<file path="config.mk">
export PLATFORM = sky130hd
export DESIGN_NAME = voxel_subdivision_seed_generator
export DESIGN_NICKNAME = d
export VERILOG_FILES = /design/src/sv/svsg_pkg.sv /design/src/sv/voxel_subdivision_seed_generator.sv /design/src/sv/svsg_fifo.sv /design/src/sv/svsg_front.sv /design/src/sv/svsg_back.sv
export SDC_FILE = /design/constraint.sdc
export NUM_CORES = 2
export LEC_CHECK = 0
export ABC_CLOCK_PERIOD_IN_PS = 12650
export BUFFER_PORTS_ARGS = -buffer_cell sky130_fd_sc_hd__buf_4
export CORE_ASPECT_RATIO = 0.5
export CORE_MARGIN = 2
export CORE_UTILIZATION = 30
export CTS_CLUSTER_SIZE = 40
export DETAILED_ROUTE_END_ITERATION = 8
export PLACE_DENSITY_LB_ADDON = 0.05
export SLEW_MARGIN = 5
export SYNTH_ARGS = -nofsm -noshare
export SYNTH_HDL_FRONTEND = slang
export SYNTH_SLANG_ARGS = --single-unit
</file>
<file path="constraint.sdc">
create_clock -name clk -period 12.65 [get_ports clk]
set_input_delay 2.53 -clock clk [delete_from_list [all_inputs] [get_ports clk]]
set_output_delay 2.53 -clock clk [all_outputs]
set_load 0.02 [all_outputs]
</file>
<file path="src/sv/svsg_pkg.sv">
// Shared types, constants and width helpers for the voxel subdivision seed generator.
`timescale 1ns / 1ps

package svsg_pkg;

    localparam int COORD_W    = 32;
    localparam int SIZE_W     = 31;
    localparam int FRAC_W     = 16;
    localparam int SUB_W      = 14;
    localparam int NUM_W      = 32;
    localparam int CFG_ADDR_W = 3;
    localparam int CFG_DATA_W = 32;
    localparam int LEVEL_W    = 2;
    localparam int QUEUE_DEPTH = 2;

    // seed_t plus seed number, padded to whole bytes
    localparam int OUT_RAW_W  = 3 * COORD_W + 3 * SUB_W + NUM_W;
    localparam int OUT_DATA_W = ((OUT_RAW_W + 7) / 8) * 8;

    typedef enum logic [CFG_ADDR_W-1:0] {
        CFG_LEVEL = 3'd0,
        CFG_X_MIN = 3'd1,
        CFG_X_MAX = 3'd2,
        CFG_Y_MIN = 3'd3,
        CFG_Y_MAX = 3'd4,
        CFG_Z_MIN = 3'd5,
        CFG_Z_MAX = 3'd6
    } cfg_index_t;

    typedef struct packed {
        logic signed [COORD_W-1:0] z_max;
        logic signed [COORD_W-1:0] z_min;
        logic signed [COORD_W-1:0] y_max;
        logic signed [COORD_W-1:0] y_min;
        logic signed [COORD_W-1:0] x_max;
        logic signed [COORD_W-1:0] x_min;
    } bounds_t;

    // last field (seed_x) in the lowest bits
    typedef struct packed {
        logic [SUB_W-1:0]          sub_z;
        logic [SUB_W-1:0]          sub_y;
        logic [SUB_W-1:0]          sub_x;
        logic signed [COORD_W-1:0] seed_z;
        logic signed [COORD_W-1:0] seed_y;
        logic signed [COORD_W-1:0] seed_x;
    } seed_t;

    typedef struct packed {
        logic walk_active;
        logic cand_valid;
        logic pend_valid;
        logic pend_closed;
    } back_stat_t;

    function automatic int lvl_w(input int max_ref);
        return (max_ref > 1) ? $clog2(max_ref + 1) : 1;
    endfunction

    function automatic int idx_w(input int max_ref);
        return (max_ref > 0) ? max_ref : 1;
    endfunction

    // level, three steps, three bases (one guard bit), three cell indices
    function automatic int item_w(input int cib, input int max_ref);
        return lvl_w(max_ref) + 3 * SIZE_W + 3 * (COORD_W + 1) + 3 * cib;
    endfunction

    function automatic int in_data_w(input int cib);
        return ((3 * cib + 3 * COORD_W + 3 * SIZE_W + FRAC_W + 7) / 8) * 8;
    endfunction

endpackage

</file>
<file path="src/sv/voxel_subdivision_seed_generator.sv">
// Voxel subdivision seed generator: top level with configuration registers.
//
// Input stream (s_*): one beat per grid cell. Output stream (m_*): one beat per
// seed, tlast set on the last seed emitted for a cell. Cells with a zero
// fraction are taken and dropped. Each other cell is split into 2^r sub-cells
// per axis; the walker visits one sub-cell per cycle while the output does not
// stall, x fastest, so a cell has 1, 8 or 64 sub-cells at r = 0, 1, 2.
// The front end takes a cell beat in any cycle in which the two-entry cell
// queue has room, so cells stream in back to back while earlier ones are walked.
// With an idle back end, a taken cell beat passes the queue, walker load,
// candidate stage, pending stage and output register before m_tvalid rises.
// A seed is held in the one-seed pending stage until the next seed of
// the same cell is found inside the box or the walk of the cell ends, which
// settles tlast. Throughput is bounded by the walker at one sub-cell a cycle.
// When m_tready is low the output register holds, the walker stops and the
// queue fills; s_tready drops once it is full.
// Configuration writes (cfg_we, cfg_addr, cfg_wdata) take effect at once;
// the user must make them while the block is idle; the block does not check.
// Reset clears queue, pipeline, seed counter and config (empty box, no seeds).
`timescale 1ns / 1ps

module voxel_subdivision_seed_generator #(
    parameter int MAX_REFINEMENT  = 2,
    parameter int CELL_INDEX_BITS = 12,
    localparam int IN_DATA_W = svsg_pkg::in_data_w(CELL_INDEX_BITS)
) (
    input  logic                                clk,
    input  logic                                rst_n,
    input  logic                                s_tvalid,
    output logic                                s_tready,
    // cell_ix, cell_iy, cell_iz, center_x, center_y, center_z,
    // size_x, size_y, size_z, fraction, zero pad
    input  logic [IN_DATA_W-1:0]                s_tdata,
    output logic                                m_tvalid,
    input  logic                                m_tready,
    // seed_x, seed_y, seed_z, sub_x, sub_y, sub_z, seed_number, zero pad
    output logic [svsg_pkg::OUT_DATA_W-1:0]     m_tdata,
    output logic                                m_tlast,
    input  logic                                cfg_we,
    input  logic [svsg_pkg::CFG_ADDR_W-1:0]     cfg_addr,
    input  logic [svsg_pkg::CFG_DATA_W-1:0]     cfg_wdata
);

    localparam int ITEM_W = svsg_pkg::item_w(CELL_INDEX_BITS, MAX_REFINEMENT);
    localparam int NUM_LO = svsg_pkg::OUT_RAW_W - svsg_pkg::NUM_W;
    localparam int NUM_HI = svsg_pkg::OUT_RAW_W - 1;

    logic [svsg_pkg::LEVEL_W-1:0] level_reg, level_next;
    svsg_pkg::bounds_t            bounds_reg, bounds_next;

    logic                 q_push, q_full, q_pop, q_valid;
    logic [ITEM_W-1:0]    q_in, q_out;
    svsg_pkg::back_stat_t stat;

    always_comb
    begin
        level_next  = level_reg;
        bounds_next = bounds_reg;
        if (cfg_we)
        begin
            unique case (svsg_pkg::cfg_index_t'(cfg_addr))
                svsg_pkg::CFG_LEVEL: level_next        = cfg_wdata[svsg_pkg::LEVEL_W-1:0];
                svsg_pkg::CFG_X_MIN: bounds_next.x_min = cfg_wdata;
                svsg_pkg::CFG_X_MAX: bounds_next.x_max = cfg_wdata;
                svsg_pkg::CFG_Y_MIN: bounds_next.y_min = cfg_wdata;
                svsg_pkg::CFG_Y_MAX: bounds_next.y_max = cfg_wdata;
                svsg_pkg::CFG_Z_MIN: bounds_next.z_min = cfg_wdata;
                svsg_pkg::CFG_Z_MAX: bounds_next.z_max = cfg_wdata;
                default:             level_next        = level_reg;
            endcase
        end
    end

    always_ff @(posedge clk or negedge rst_n)
    begin
        if (!rst_n)
        begin
            level_reg  <= '0;
            bounds_reg <= '0;
        end
        else
        begin
            level_reg  <= level_next;
            bounds_reg <= bounds_next;
        end
    end

    svsg_front #(
        .CELL_INDEX_BITS (CELL_INDEX_BITS),
        .MAX_REFINEMENT  (MAX_REFINEMENT)
    ) u_front (
        .s_tvalid   (s_tvalid),
        .s_tready   (s_tready),
        .s_tdata    (s_tdata),
        .cfg_level  (level_reg),
        .queue_full (q_full),
        .push       (q_push),
        .push_data  (q_in)
    );

    svsg_fifo #(
        .WIDTH (ITEM_W),
        .DEPTH (svsg_pkg::QUEUE_DEPTH)
    ) u_queue (
        .clk       (clk),
        .rst_n     (rst_n),
        .push      (q_push),
        .push_data (q_in),
        .full      (q_full),
        .pop       (q_pop),
        .not_empty (q_valid),
        .pop_data  (q_out)
    );

    svsg_back #(
        .CELL_INDEX_BITS (CELL_INDEX_BITS),
        .MAX_REFINEMENT  (MAX_REFINEMENT)
    ) u_back (
        .clk      (clk),
        .rst_n    (rst_n),
        .q_valid  (q_valid),
        .q_data   (q_out),
        .q_pop    (q_pop),
        .bounds   (bounds_reg),
        .m_tvalid (m_tvalid),
        .m_tready (m_tready),
        .m_tdata  (m_tdata),
        .m_tlast  (m_tlast),
        .stat     (stat)
    );

`ifndef SYNTHESIS
    // seed numbers run on by one from beat to beat
    a_seed_number_step: assert property (@(posedge clk) disable iff (!rst_n)
        (m_tvalid && m_tready) |=>
            (!m_tvalid || (m_tdata[NUM_HI:NUM_LO] == $past(m_tdata[NUM_HI:NUM_LO]) + 1'b1)))
        else $error("seed number did not advance by one");

    // a closed pending seed goes out with tlast as soon as the output is free
    a_closed_seed_flush: assert property (@(posedge clk) disable iff (!rst_n)
        (stat.pend_valid && stat.pend_closed && (!m_tvalid || m_tready)) |=>
            (m_tvalid && m_tlast))
        else $error("last seed of a cell was not flushed with tlast");

    // an idle walker picks up a queued cell at the next edge
    a_queue_drain: assert property (@(posedge clk) disable iff (!rst_n)
        (q_valid && !stat.walk_active) |=> stat.walk_active)
        else $error("queued cell not picked up by an idle walker");
`endif

endmodule

</file>
<file path="src/sv/svsg_fifo.sv">
// Small register queue between the cell classifier and the sub-cell walker.
`timescale 1ns / 1ps

module svsg_fifo #(
    parameter int WIDTH = 8,
    parameter int DEPTH = 2,
    localparam int PTR_W = (DEPTH > 1) ? $clog2(DEPTH) : 1,
    localparam int CNT_W = $clog2(DEPTH + 1)
) (
    input  logic             clk,
    input  logic             rst_n,
    input  logic             push,
    input  logic [WIDTH-1:0] push_data,
    output logic             full,
    input  logic             pop,
    output logic             not_empty,
    output logic [WIDTH-1:0] pop_data
);

    logic [WIDTH-1:0] slot_reg [DEPTH];
    logic [PTR_W-1:0] wr_ptr_reg, wr_ptr_next;
    logic [PTR_W-1:0] rd_ptr_reg, rd_ptr_next;
    logic [CNT_W-1:0] count_reg, count_next;

    assign full      = (count_reg == CNT_W'(DEPTH));
    assign not_empty = (count_reg != '0);
    assign pop_data  = slot_reg[rd_ptr_reg];

    always_comb
    begin
        wr_ptr_next = wr_ptr_reg;
        rd_ptr_next = rd_ptr_reg;
        count_next  = count_reg;
        if (push)
        begin
            wr_ptr_next = (wr_ptr_reg == PTR_W'(DEPTH - 1)) ? '0 : wr_ptr_reg + 1'b1;
        end
        if (pop)
        begin
            rd_ptr_next = (rd_ptr_reg == PTR_W'(DEPTH - 1)) ? '0 : rd_ptr_reg + 1'b1;
        end
        if (push && !pop)
        begin
            count_next = count_reg + 1'b1;
        end
        else if (pop && !push)
        begin
            count_next = count_reg - 1'b1;
        end
    end

    always_ff @(posedge clk or negedge rst_n)
    begin
        if (!rst_n)
        begin
            wr_ptr_reg <= '0;
            rd_ptr_reg <= '0;
            count_reg  <= '0;
        end
        else
        begin
            wr_ptr_reg <= wr_ptr_next;
            rd_ptr_reg <= rd_ptr_next;
            count_reg  <= count_next;
        end
    end

    always_ff @(posedge clk)
    begin
        if (push)
        begin
            slot_reg[wr_ptr_reg] <= push_data;
        end
    end

endmodule

</file>
<file path="src/sv/svsg_front.sv">
// Front end: takes cell beats, drops empty cells, derives sub-cell step and origin.
`timescale 1ns / 1ps

module svsg_front #(
    parameter int CELL_INDEX_BITS = 12,
    parameter int MAX_REFINEMENT  = 2,
    localparam int LVL_W  = svsg_pkg::lvl_w(MAX_REFINEMENT),
    localparam int ITEM_W = svsg_pkg::item_w(CELL_INDEX_BITS, MAX_REFINEMENT),
    localparam int IN_W   = svsg_pkg::in_data_w(CELL_INDEX_BITS)
) (
    input  logic                               s_tvalid,
    output logic                               s_tready,
    input  logic [IN_W-1:0]                    s_tdata,
    input  logic [svsg_pkg::LEVEL_W-1:0]       cfg_level,
    input  logic                               queue_full,
    output logic                               push,
    output logic [ITEM_W-1:0]                  push_data
);

    localparam int CIB     = CELL_INDEX_BITS;
    localparam int COORD_W = svsg_pkg::COORD_W;
    localparam int SIZE_W  = svsg_pkg::SIZE_W;
    localparam int CTR_LO  = 3 * CIB;
    localparam int SIZE_LO = CTR_LO + 3 * COORD_W;
    localparam int FRAC_LO = SIZE_LO + 3 * SIZE_W;

    typedef struct packed {
        logic [LVL_W-1:0]          level;
        logic [SIZE_W-1:0]         step_z;
        logic [SIZE_W-1:0]         step_y;
        logic [SIZE_W-1:0]         step_x;
        logic signed [COORD_W:0]   base_z;
        logic signed [COORD_W:0]   base_y;
        logic signed [COORD_W:0]   base_x;
        logic [CIB-1:0]            cell_z;
        logic [CIB-1:0]            cell_y;
        logic [CIB-1:0]            cell_x;
    } cell_item_t;

    logic [LVL_W-1:0]          level;
    logic [svsg_pkg::FRAC_W-1:0] fraction;
    logic [COORD_W-1:0]        center [3];
    logic [SIZE_W-1:0]         size_in [3];
    logic [SIZE_W-1:0]         step [3];
    logic [SIZE_W-1:0]         back_off [3];
    logic signed [COORD_W:0]   base [3];
    cell_item_t                item;

    assign level = (int'(cfg_level) > MAX_REFINEMENT) ? LVL_W'(MAX_REFINEMENT)
                                                      : LVL_W'(cfg_level);
    assign fraction = s_tdata[FRAC_LO +: svsg_pkg::FRAC_W];

    // halve the edge once per level and pull the origin back by half the new edge
    always_comb
    begin
        for (int a = 0; a < 3; a++)
        begin
            center[a]   = s_tdata[CTR_LO + a * COORD_W +: COORD_W];
            size_in[a]  = s_tdata[SIZE_LO + a * SIZE_W +: SIZE_W];
            step[a]     = size_in[a];
            back_off[a] = '0;
            for (int lv = 0; lv < MAX_REFINEMENT; lv++)
            begin
                if (lv < int'(level))
                begin
                    step[a]     = step[a] >> 1;
                    back_off[a] = back_off[a] + (step[a] >> 1);
                end
            end
            base[a] = $signed({center[a][COORD_W-1], center[a]})
                    - $signed({2'b00, back_off[a]});
        end
    end

    always_comb
    begin
        item.level  = level;
        item.step_x = step[0];
        item.step_y = step[1];
        item.step_z = step[2];
        item.base_x = base[0];
        item.base_y = base[1];
        item.base_z = base[2];
        item.cell_x = s_tdata[0 +: CIB];
        item.cell_y = s_tdata[CIB +: CIB];
        item.cell_z = s_tdata[2 * CIB +: CIB];
    end

    assign s_tready  = !queue_full;
    assign push      = s_tvalid && !queue_full && (fraction != '0);
    assign push_data = item;

endmodule

</file>
<file path="src/sv/svsg_back.sv">
// Back end: walks the sub-cells of each queued cell, filters by the box, flags the last seed.
`timescale 1ns / 1ps

module svsg_back #(
    parameter int CELL_INDEX_BITS = 12,
    parameter int MAX_REFINEMENT  = 2,
    localparam int LVL_W  = svsg_pkg::lvl_w(MAX_REFINEMENT),
    localparam int ITEM_W = svsg_pkg::item_w(CELL_INDEX_BITS, MAX_REFINEMENT)
) (
    input  logic                                  clk,
    input  logic                                  rst_n,
    input  logic                                  q_valid,
    input  logic [ITEM_W-1:0]                     q_data,
    output logic                                  q_pop,
    input  svsg_pkg::bounds_t                     bounds,
    output logic                                  m_tvalid,
    input  logic                                  m_tready,
    output logic [svsg_pkg::OUT_DATA_W-1:0]       m_tdata,
    output logic                                  m_tlast,
    output svsg_pkg::back_stat_t                  stat
);

    localparam int CIB     = CELL_INDEX_BITS;
    localparam int COORD_W = svsg_pkg::COORD_W;
    localparam int SIZE_W  = svsg_pkg::SIZE_W;
    localparam int SUB_W   = svsg_pkg::SUB_W;
    localparam int NUM_W   = svsg_pkg::NUM_W;
    localparam int IDX_W   = svsg_pkg::idx_w(MAX_REFINEMENT);
    localparam int PROD_W  = IDX_W + SIZE_W;
    localparam int P_W     = PROD_W + 2;
    localparam int PAD_W   = svsg_pkg::OUT_DATA_W - svsg_pkg::OUT_RAW_W;

    typedef struct packed {
        logic [LVL_W-1:0]          level;
        logic [SIZE_W-1:0]         step_z;
        logic [SIZE_W-1:0]         step_y;
        logic [SIZE_W-1:0]         step_x;
        logic signed [COORD_W:0]   base_z;
        logic signed [COORD_W:0]   base_y;
        logic signed [COORD_W:0]   base_x;
        logic [CIB-1:0]            cell_z;
        logic [CIB-1:0]            cell_y;
        logic [CIB-1:0]            cell_x;
    } cell_item_t;

    function automatic logic signed [P_W-1:0] seed_pos(
        input logic signed [COORD_W:0] base,
        input logic [IDX_W-1:0]        idx,
        input logic [SIZE_W-1:0]       step
    );
        logic [PROD_W-1:0] prod;
        prod = PROD_W'(idx) * PROD_W'(step);
        return $signed({{(P_W - COORD_W - 1){base[COORD_W]}}, base})
             + $signed({2'b00, prod});
    endfunction

    function automatic logic in_range(
        input logic signed [P_W-1:0]     pos,
        input logic signed [COORD_W-1:0] lo,
        input logic signed [COORD_W-1:0] hi
    );
        logic signed [P_W-1:0] lo_x;
        logic signed [P_W-1:0] hi_x;
        lo_x = {{(P_W - COORD_W){lo[COORD_W-1]}}, lo};
        hi_x = {{(P_W - COORD_W){hi[COORD_W-1]}}, hi};
        return (pos >= lo_x) && (pos < hi_x);
    endfunction

    function automatic logic [SUB_W-1:0] sub_pos(
        input logic [CIB-1:0]   cell_idx,
        input logic [LVL_W-1:0] level,
        input logic [IDX_W-1:0] idx
    );
        logic [31:0] t;
        t = (32'(cell_idx) << level) + 32'(idx);
        return t[SUB_W-1:0];
    endfunction

    // walker
    logic                 w_active_reg, w_active_next;
    cell_item_t           w_item_reg, w_item_next;
    logic [IDX_W-1:0]     ix_reg, ix_next, iy_reg, iy_next, iz_reg, iz_next;
    // candidate stage
    logic                 c_valid_reg, c_valid_next;
    logic                 c_inside_reg, c_inside_next;
    logic                 c_end_reg, c_end_next;
    svsg_pkg::seed_t      c_seed_reg, c_seed_next;
    // pending seed, held until the next inside seed or the end of its cell
    logic                 p_valid_reg, p_valid_next;
    logic                 p_closed_reg, p_closed_next;
    svsg_pkg::seed_t      p_seed_reg, p_seed_next;
    // output register
    logic                 o_valid_reg, o_valid_next;
    logic                 o_last_reg, o_last_next;
    svsg_pkg::seed_t      o_seed_reg, o_seed_next;
    logic [NUM_W-1:0]     o_num_reg, o_num_next;
    logic [NUM_W-1:0]     count_reg, count_next;

    logic                 [IDX_W-1:0] lim;
    logic                 last_x, last_y, last_z, w_last;
    logic                 emit, o_free, adv, c_take, load;
    logic signed [P_W-1:0] pos_x, pos_y, pos_z;
    svsg_pkg::seed_t      cand;
    logic                 cand_inside;

    assign lim    = IDX_W'((32'd1 << w_item_reg.level) - 32'd1);
    assign last_x = (ix_reg == lim);
    assign last_y = (iy_reg == lim);
    assign last_z = (iz_reg == lim);
    assign w_last = last_x && last_y && last_z;

    assign emit   = p_valid_reg && (p_closed_reg || (c_valid_reg && c_inside_reg));
    assign o_free = !o_valid_reg || m_tready;
    assign adv    = !emit || o_free;
    assign c_take = w_active_reg && (!c_valid_reg || adv);
    assign load   = q_valid && (!w_active_reg || (c_take && w_last));
    assign q_pop  = load;

    always_comb
    begin
        pos_x = seed_pos(w_item_reg.base_x, ix_reg, w_item_reg.step_x);
        pos_y = seed_pos(w_item_reg.base_y, iy_reg, w_item_reg.step_y);
        pos_z = seed_pos(w_item_reg.base_z, iz_reg, w_item_reg.step_z);
        cand_inside = in_range(pos_x, bounds.x_min, bounds.x_max)
                   && in_range(pos_y, bounds.y_min, bounds.y_max)
                   && in_range(pos_z, bounds.z_min, bounds.z_max);
        cand.seed_x = pos_x[COORD_W-1:0];
        cand.seed_y = pos_y[COORD_W-1:0];
        cand.seed_z = pos_z[COORD_W-1:0];
        cand.sub_x  = sub_pos(w_item_reg.cell_x, w_item_reg.level, ix_reg);
        cand.sub_y  = sub_pos(w_item_reg.cell_y, w_item_reg.level, iy_reg);
        cand.sub_z  = sub_pos(w_item_reg.cell_z, w_item_reg.level, iz_reg);
    end

    // walker: x fastest, then y, then z
    always_comb
    begin
        w_active_next = w_active_reg;
        w_item_next   = w_item_reg;
        ix_next       = ix_reg;
        iy_next       = iy_reg;
        iz_next       = iz_reg;
        if (load)
        begin
            w_active_next = 1'b1;
            w_item_next   = q_data;
            ix_next       = '0;
            iy_next       = '0;
            iz_next       = '0;
        end
        else if (c_take && w_last)
        begin
            w_active_next = 1'b0;
        end
        else if (c_take)
        begin
            ix_next = last_x ? '0 : ix_reg + 1'b1;
            if (last_x)
            begin
                iy_next = last_y ? '0 : iy_reg + 1'b1;
                if (last_y)
                begin
                    iz_next = iz_reg + 1'b1;
                end
            end
        end
    end

    always_comb
    begin
        c_valid_next  = c_valid_reg;
        c_inside_next = c_inside_reg;
        c_end_next    = c_end_reg;
        c_seed_next   = c_seed_reg;
        if (c_take)
        begin
            c_valid_next  = 1'b1;
            c_inside_next = cand_inside;
            c_end_next    = w_last;
            c_seed_next   = cand;
        end
        else if (c_valid_reg && adv)
        begin
            c_valid_next = 1'b0;
        end
    end

    always_comb
    begin
        p_valid_next  = p_valid_reg;
        p_closed_next = p_closed_reg;
        p_seed_next   = p_seed_reg;
        if (adv)
        begin
            if (c_valid_reg && c_inside_reg)
            begin
                p_valid_next  = 1'b1;
                p_closed_next = c_end_reg;
                p_seed_next   = c_seed_reg;
            end
            else if (emit)
            begin
                p_valid_next = 1'b0;
            end
            else if (c_valid_reg && c_end_reg && p_valid_reg)
            begin
                p_closed_next = 1'b1;
            end
        end
    end

    always_comb
    begin
        o_valid_next = o_valid_reg;
        o_last_next  = o_last_reg;
        o_seed_next  = o_seed_reg;
        o_num_next   = o_num_reg;
        count_next   = count_reg;
        if (emit && adv)
        begin
            o_valid_next = 1'b1;
            o_last_next  = p_closed_reg;
            o_seed_next  = p_seed_reg;
            o_num_next   = count_reg;
            count_next   = count_reg + 1'b1;
        end
        else if (m_tready)
        begin
            o_valid_next = 1'b0;
        end
    end

    always_ff @(posedge clk or negedge rst_n)
    begin
        if (!rst_n)
        begin
            w_active_reg <= 1'b0;
            c_valid_reg  <= 1'b0;
            p_valid_reg  <= 1'b0;
            p_closed_reg <= 1'b0;
            o_valid_reg  <= 1'b0;
            count_reg    <= '0;
        end
        else
        begin
            w_active_reg <= w_active_next;
            c_valid_reg  <= c_valid_next;
            p_valid_reg  <= p_valid_next;
            p_closed_reg <= p_closed_next;
            o_valid_reg  <= o_valid_next;
            count_reg    <= count_next;
        end
    end

    always_ff @(posedge clk)
    begin
        w_item_reg   <= w_item_next;
        ix_reg       <= ix_next;
        iy_reg       <= iy_next;
        iz_reg       <= iz_next;
        c_inside_reg <= c_inside_next;
        c_end_reg    <= c_end_next;
        c_seed_reg   <= c_seed_next;
        p_seed_reg   <= p_seed_next;
        o_last_reg   <= o_last_next;
        o_seed_reg   <= o_seed_next;
        o_num_reg    <= o_num_next;
    end

    assign m_tvalid = o_valid_reg;
    assign m_tlast  = o_last_reg;
    assign m_tdata  = {{PAD_W{1'b0}}, o_num_reg, o_seed_reg};

    assign stat.walk_active = w_active_reg;
    assign stat.cand_valid  = c_valid_reg;
    assign stat.pend_valid  = p_valid_reg;
    assign stat.pend_closed = p_closed_reg;

endmodule
</file>
# Word level (Yosys, flattened, before mapping)
# Memory sizes are Yosys's and may differ from the RTL's. A register that Yosys moved wholly into a read port is not among the register bits.
# Cells that the tools add are included.
# W data, S select, Z words.
[op_classes]
bitwise = 1
add_sub_neg = 21
shift = 4
reduce_logical = 54
eq_ne = 11
magnitude_cmp = 9
muxes = 32
multipliers = 3
[ops]
columns = ["operator", "n"]
rows = [
  ["$mux W31", 9],
  ["$add A33 B34 Y35", 3],
  ["$ge A35 B32 Y1", 3],
  ["$lt A35 B32 Y1", 3],
  ["$mul A2 B31 Y33", 3],
  ["$sub A32 B32 Y33", 3],
  ["$add A31 B29 Y31", 3],
  ["$mux W29", 3],
  ["$add A14 B2 Y14", 3],
  ["$shl A12 B2 Y14", 3],
  ["$add A32 B1 Y32 const B", 1],
  ["$logic_and A1 B1 Y1", 20],
  ["$reduce_and A2 Y1", 10],
  ["$reduce_bool A16 Y1", 1],
  ["$mux W1", 15],
  ["$reduce_bool A2 Y1", 7],
  ["$mux W2", 5],
  ["$eq A3 B3 Y1 const B", 3],
  ["$add A2 B1 Y2 const B", 4],
  ["$logic_not A1 Y1", 7],
  ["$eq A2 B2 Y1", 3],
  ["$eq A3 B2 Y1 const B", 2],
  ["$reduce_and A3 Y1", 2],
  ["$logic_or A1 B1 Y1", 5],
  ["11 further kinds", 14],
]
[word_totals]
memories = 1
ramBits = 460
ff_bits = 690
[memory_table]
columns = ["memory", "depth", "width", "read_ports", "rd_ports_with_merged_regs", "wr", "line", "rtl"]
rows = [
  ["u_queue.slot_reg", 2, 230, 1, 1, 1, "svsg_fifo.sv:20", "logic [WIDTH-1:0] slot_reg [DEPTH];"],
]

# Depth between registers and ports, before layout
[depth]
depth_word = 13
mapped_depth = 37
depth_no_buf = 35

# Modules after synthesis
# A second synthesis with hierarchy kept.
[hier_totals]
cells_unflattened = 6169
area_unflattened_um2 = 77580.7
[modules_own_cells]
columns = ["mod", "area_each_um2", "n_inst", "cells_per_inst"]
rows = [
  ["svsg_back", 40000.9, 1, 3318],
  ["svsg_fifo", 17619.4, 1, 732],
  ["svsg_front", 12263.0, 1, 1702],
  ["voxel_subdivision_seed_generator", 7697.4, 1, 417],
]

# Least setup slack after synthesis
# No wires, ideal clock.
[synth_path]
kind = "input -> register"
startpoint = "input s_tdata[225]"
endpoint = "memory u_queue.slot_reg[0][0] in the netlist's numbering (enable)"
required_time_ns = 11.824
t_arrival_ns = 12.325
cell_stages = 4
path_slack_ns = -0.501
cell_sequence = "nor4_1 nand4_1 nand3_1 nor2_1"
[synth_via]
elab_chain_cells = 4
[synth_lines]
columns = ["item", "line", "rtl"]
rows = [
  ["start: declaration", "voxel_subdivision_seed_generator.sv:33", "input logic [IN_DATA_W-1:0] s_tdata,"],
  ["$reduce_bool A16 Y1", "svsg_front.sv:90", "assign push = s_tvalid && !queue_full && (fraction != '0);"],
  ["$logic_and A1 B1 Y1", "svsg_front.sv:90", ""],
  ["$mux W1", "svsg_fifo.sv:70", "if (push)"],
  ["$mux W1 (not written as such)", "svsg_fifo.sv:72", "slot_reg[wr_ptr_reg] <= push_data;"],
  ["end: declaration", "svsg_fifo.sv:20", ""],
]
# Every way passes these cells.

==> metrics.txt <==
# TYPE chip_impl_metric gauge
chip_impl_metric{name="timing.final.crit_period",unit="ps"} 9080
chip_impl_info{name="outcome",value="complete, no violations"} 1
chip_impl_metric{name="cts-buffers-inserted",unit=""} 153
chip_impl_metric{name="holdWs",unit="ps"} 385
chip_impl_metric{name="grt_start_max_net_pins",unit=""} 148
chip_impl_metric{name="fmax",unit="GHz"} 0.110
chip_impl_metric{name="cts.hold.buffers_added",unit=""} 0
chip_impl_metric{name="yosys_register_bits",unit=""} 1380
chip_impl_metric{name="postCtsSetupRepairBufs",unit=""} 0
chip_impl_metric{name="first_global_vias",unit=""} 49894
chip_impl_metric{name="async_reset_ff_frac",unit=""} 0.170
chip_impl_metric{name="initialDrtViolationCount",unit=""} 3612
chip_impl_metric{name="vdd.ir_drop.worst",unit="mV"} 0.135
chip_impl_metric{name="fp-row-count",unit=""} 130
chip_impl_metric{name="post_cts_resized",unit=""} 0
chip_impl_metric{name="cp_data_required_time",unit="ps"} 13290
chip_impl_metric{name="io_pins",unit=""} 467
chip_impl_metric{name="routabilityCongestion",unit=""} 0.870
chip_impl_info{name="worstSetupStartpointType",value="flop"} 1
chip_impl_metric{name="cts-root-to-sink-buffers",unit=""} 4
chip_impl_metric{name="latest_clock_arrival_within_the_worst_skew_pair",unit="ps"} 840
chip_impl_metric{name="worst_ep_arrival_time",unit="ps"} 9710
chip_impl_info{name="synth_common_cells",value="1139 x sky130_fd_sc_hd__edfxtp_1, 586 x sky130_fd_sc_hd__ha_1, 437 x sky130_fd_sc_hd__mux2_2"} 1
chip_impl_metric{name="drt_drc_violations_left",unit=""} 0
chip_impl_metric{name="cts.sinks",unit=""} 1380
chip_impl_metric{name="path_clk_slew",unit="ps"} 70
chip_impl_metric{name="placement.cell_area",unit="µm²"} 83400
chip_impl_metric{name="design.final.nets",unit=""} 7713
chip_impl_info{name="yosysTopAreaCell",value="sky130_fd_sc_hd__edfxtp_1"} 1
chip_impl_metric{name="ys_types",unit=""} 84
chip_impl_metric{name="routed_wirelength_normalized_by_instance_count",unit="µm"} 22.1
chip_impl_metric{name="timing.slew.headroom",unit=""} 0.110
chip_impl_metric{name="yosysSeqAreaShare",unit=""} 0.532
chip_impl_metric{name="synth.cell_area",unit="µm²"} 75500
chip_impl_info{name="setup_repair_after_global_routing_missed_its_margin",value="false"} 1
chip_impl_metric{name="synth_enable_flop_cells",unit=""} 1139
chip_impl_metric{name="fin_skew",unit="ps"} 68.2
chip_impl_metric{name="worst_path_maximum_fanout",unit=""} 31
chip_impl_metric{name="critical_path.max_stage_delay",unit="ps"} 960
chip_impl_metric{name="globalRouteOverflowTotal",unit=""} 0
chip_impl_info{name="tritoncts",value="done"} 1
chip_impl_metric{name="fin_setup_tns",unit="ps"} 0
chip_impl_metric{name="routed_wl",unit="µm"} 228000
chip_impl_metric{name="number_of_flip_flops_under_the_largest_register_name",unit=""} 460
chip_impl_metric{name="dp.cells",unit=""} 10035
chip_impl_metric{name="first_pass_grt_wire_length",unit="µm"} 334000
chip_impl_metric{name="synth_cells",unit=""} 6286
chip_impl_metric{name="avgViaCountPerCell",unit=""} 4.85
chip_impl_metric{name="pwr_density_cell",unit="nW/µm²"} 260
chip_impl_metric{name="drt_pre_antenna_iters",unit=""} 5
chip_impl_metric{name="worstMarginPinSlew",unit="ps"} 1330
chip_impl_metric{name="num-fill-cells",unit=""} 24526
chip_impl_metric{name="clock_h_tree_levels",unit=""} 4
chip_impl_metric{name="place_hpwl",unit="µm"} 173000
chip_impl_info{name="critical-path-top-cell-by-count",value="sky130_fd_sc_hd__a21oi_1"} 1
chip_impl_metric{name="synth.avg_cell_area",unit="µm²"} 12.0
chip_impl_metric{name="areaGrowthSynthToFinish",unit="%"} 16.8
chip_impl_metric{name="multiInputGateArea",unit="µm²"} 33400
chip_impl_metric{name="layout-drive-gt1-share",unit=""} 0.182
chip_impl_metric{name="drt.antenna.violating_nets",unit=""} 0
chip_impl_metric{name="final_design_area_no_fill",unit="µm²"} 88200
chip_impl_info{name="synthTopCellsByArea",value="sky130_fd_sc_hd__edfxtp_1 45%, sky130_fd_sc_hd__ha_1 9.7%, sky130_fd_sc_hd__dfrtp_1 7.8%"} 1
chip_impl_info{name="timing.hold.worst.class",value="reg2reg"} 1
chip_impl_metric{name="final.setup.worst_slack",unit="ps"} 3570
chip_impl_metric{name="dp_worst_setup_slack",unit="ps"} 3570
chip_impl_info{name="clock-root-buffer",value="sky130_fd_sc_hd__clkbuf_16"} 1
chip_impl_info{name="cp-end-kind",value="flop"} 1
chip_impl_metric{name="buffers_on_ports",unit=""} 453
chip_impl_metric{name="grt.total_usage",unit=""} 0.174
chip_impl_metric{name="route.vias.total",unit=""} 49999
chip_impl_metric{name="post_layout_nonfiller_instances",unit=""} 10319
chip_impl_metric{name="timing.final.max_slew_violations",unit=""} 0
chip_impl_info{name="synth_most_common_cell",value="sky130_fd_sc_hd__edfxtp_1"} 1
chip_impl_metric{name="period_share",unit=""} 0.718
chip_impl_metric{name="hold_viol",unit=""} 0
chip_impl_metric{name="synth_warnings",unit=""} 0
chip_impl_metric{name="p_leak",unit="nW"} 35.4
chip_impl_metric{name="area.sequential",unit="µm²"} 40200
chip_impl_metric{name="die_h",unit="µm"} 359
chip_impl_info{name="cp_slowest_cell",value="sky130_fd_sc_hd__xor2_1"} 1
chip_impl_metric{name="fp.dieArea",unit="µm²"} 256000
chip_impl_metric{name="coreArea",unit="µm²"} 251000
chip_impl_info{name="timing.setup.critical_path_class",value="reg2reg"} 1
chip_impl_metric{name="die-width",unit="µm"} 714
chip_impl_metric{name="regToRegSetupSlack",unit="ps"} 3570
chip_impl_metric{name="report.final.setup_viol",unit=""} 0
chip_impl_metric{name="start_util",unit=""} 0.301
chip_impl_metric{name="max-cap-violations",unit=""} 0
chip_impl_metric{name="synth_top_area_frac",unit=""} 0.453
chip_impl_metric{name="antenna_violations_before_repair",unit=""} 50
chip_impl_info{name="synth-main-ff-cell",value="sky130_fd_sc_hd__edfxtp_1"} 1
[worst paths after layout]
check	start	to	cells after the start
max in group asynchronous	rst_n	level_reg[1]	2
min	u_back.c_seed_reg[81]	u_back.p_seed_reg[81]	0
max reg2reg	u_back.iy_reg[0]	u_back.c_inside_reg	35
min in group asynchronous	rst_n	bounds_reg[99]	1
max	u_back.iy_reg[0]	u_back.c_inside_reg	35
min reg2reg	u_back.c_seed_reg[81]	u_back.p_seed_reg[81]	0
[critical path: cells and delay by family, from the launching register on]
kind	cells	cell delay, ps
XOR/XNOR	2	1110
flip-flops	1	790
AND/OR/NAND/NOR	7	1270
adder cells (fa/ha/maj)	4	1420
AO/OA/AOI/OAI	19	3520
multiplexers	1	270
buffers and inverters	2	470
[layer usage]
layer	global-route usage	vias to the layer above	wire, µm
met5	0	-	38
met4	0.0408	6	5020
met3	0.0251	296	9960
met2	0.267	920	98100
met1	0.260	24374	115000
li1	-	24403	-
[report_power, final]
part	switching (W)	internal, W	leakage [nW]
Sequential	0.000340	0.00658	13.6
Clock	0.00190	0.00254	2.34
Combinational	0.00718	0.00439	19.5
Total	0.00942	0.0135	35.4
[placed cells by master, fill, tap and decap left out, types with 18 or more instances in the layout]
master	count
sky130_fd_sc_hd__nand2b_1	72
sky130_fd_sc_hd__a31oi_1	46
sky130_fd_sc_hd__and3_1	47
sky130_fd_sc_hd__nand4_1	72
sky130_fd_sc_hd__edfxtp_1	1139
sky130_fd_sc_hd__o31ai_1	23
sky130_fd_sc_hd__nor4_1	23
sky130_fd_sc_hd__o21ai_0	315
sky130_fd_sc_hd__o211ai_1	31
sky130_fd_sc_hd__a21oi_1	375
sky130_fd_sc_hd__clkinv_2	20
sky130_fd_sc_hd__diode_2	18
sky130_fd_sc_hd__clkinv_1	21
sky130_fd_sc_hd__nand2_1	348
sky130_fd_sc_hd__or3_1	23
sky130_fd_sc_hd__nor2b_1	66
sky130_fd_sc_hd__o21a_1	65
sky130_fd_sc_hd__mux2_2	437
sky130_fd_sc_hd__a21o_1	288
sky130_fd_sc_hd__mux2i_1	70
sky130_fd_sc_hd__clkbuf_1	33
sky130_fd_sc_hd__inv_1	355
sky130_fd_sc_hd__nand3_1	110
sky130_fd_sc_hd__nor3_1	90
sky130_fd_sc_hd__clkbuf_16	159
sky130_fd_sc_hd__buf_4	539
sky130_fd_sc_hd__a211oi_1	39
sky130_fd_sc_hd__xor2_1	95
sky130_fd_sc_hd__a22oi_1	35
sky130_fd_sc_hd__o21bai_1	46
sky130_fd_sc_hd__ha_1	586
sky130_fd_sc_hd__and2_1	285
sky130_fd_sc_hd__nor2_1	250
sky130_fd_sc_hd__xnor2_1	276
sky130_fd_sc_hd__dfrtp_1	232
[cell families after synthesis]
kind of cell               synth area share
and+or+nand+nor                       0.100
AOI/OAI and AO/OA                     0.122
DFF                                   0.532
adders and majority gates             0.101
buffers and inverters                0.0265
muxes                                0.0744
xor gates and xnor gates             0.0430
other                             0.0000497
[through the flow]
stage	utilization	power, W
floorplan	-	0.0143
global placement	0.333	0.0184
detailed placement	0.333	0.0186
CTS	0.352	0.0232
global route	0.352	0.0246
finish	0.352	0.0229
[final cells by class]
cell class | instances | area share
Inverter | 356 | 0.0152
Timing Repair Buffer | 547 | 0.0476
Multi-Input combinational cell | 4386 | 0.379
Antenna cell | 18 | 0.000511
Tap cell | 3366 | 0.0477
Clock buffer | 202 | 0.0481
Clock inverter | 64 | 0.00642
Sequential cell | 1380 | 0.456
Note: power is estimated with default switching activity, not from simulation.
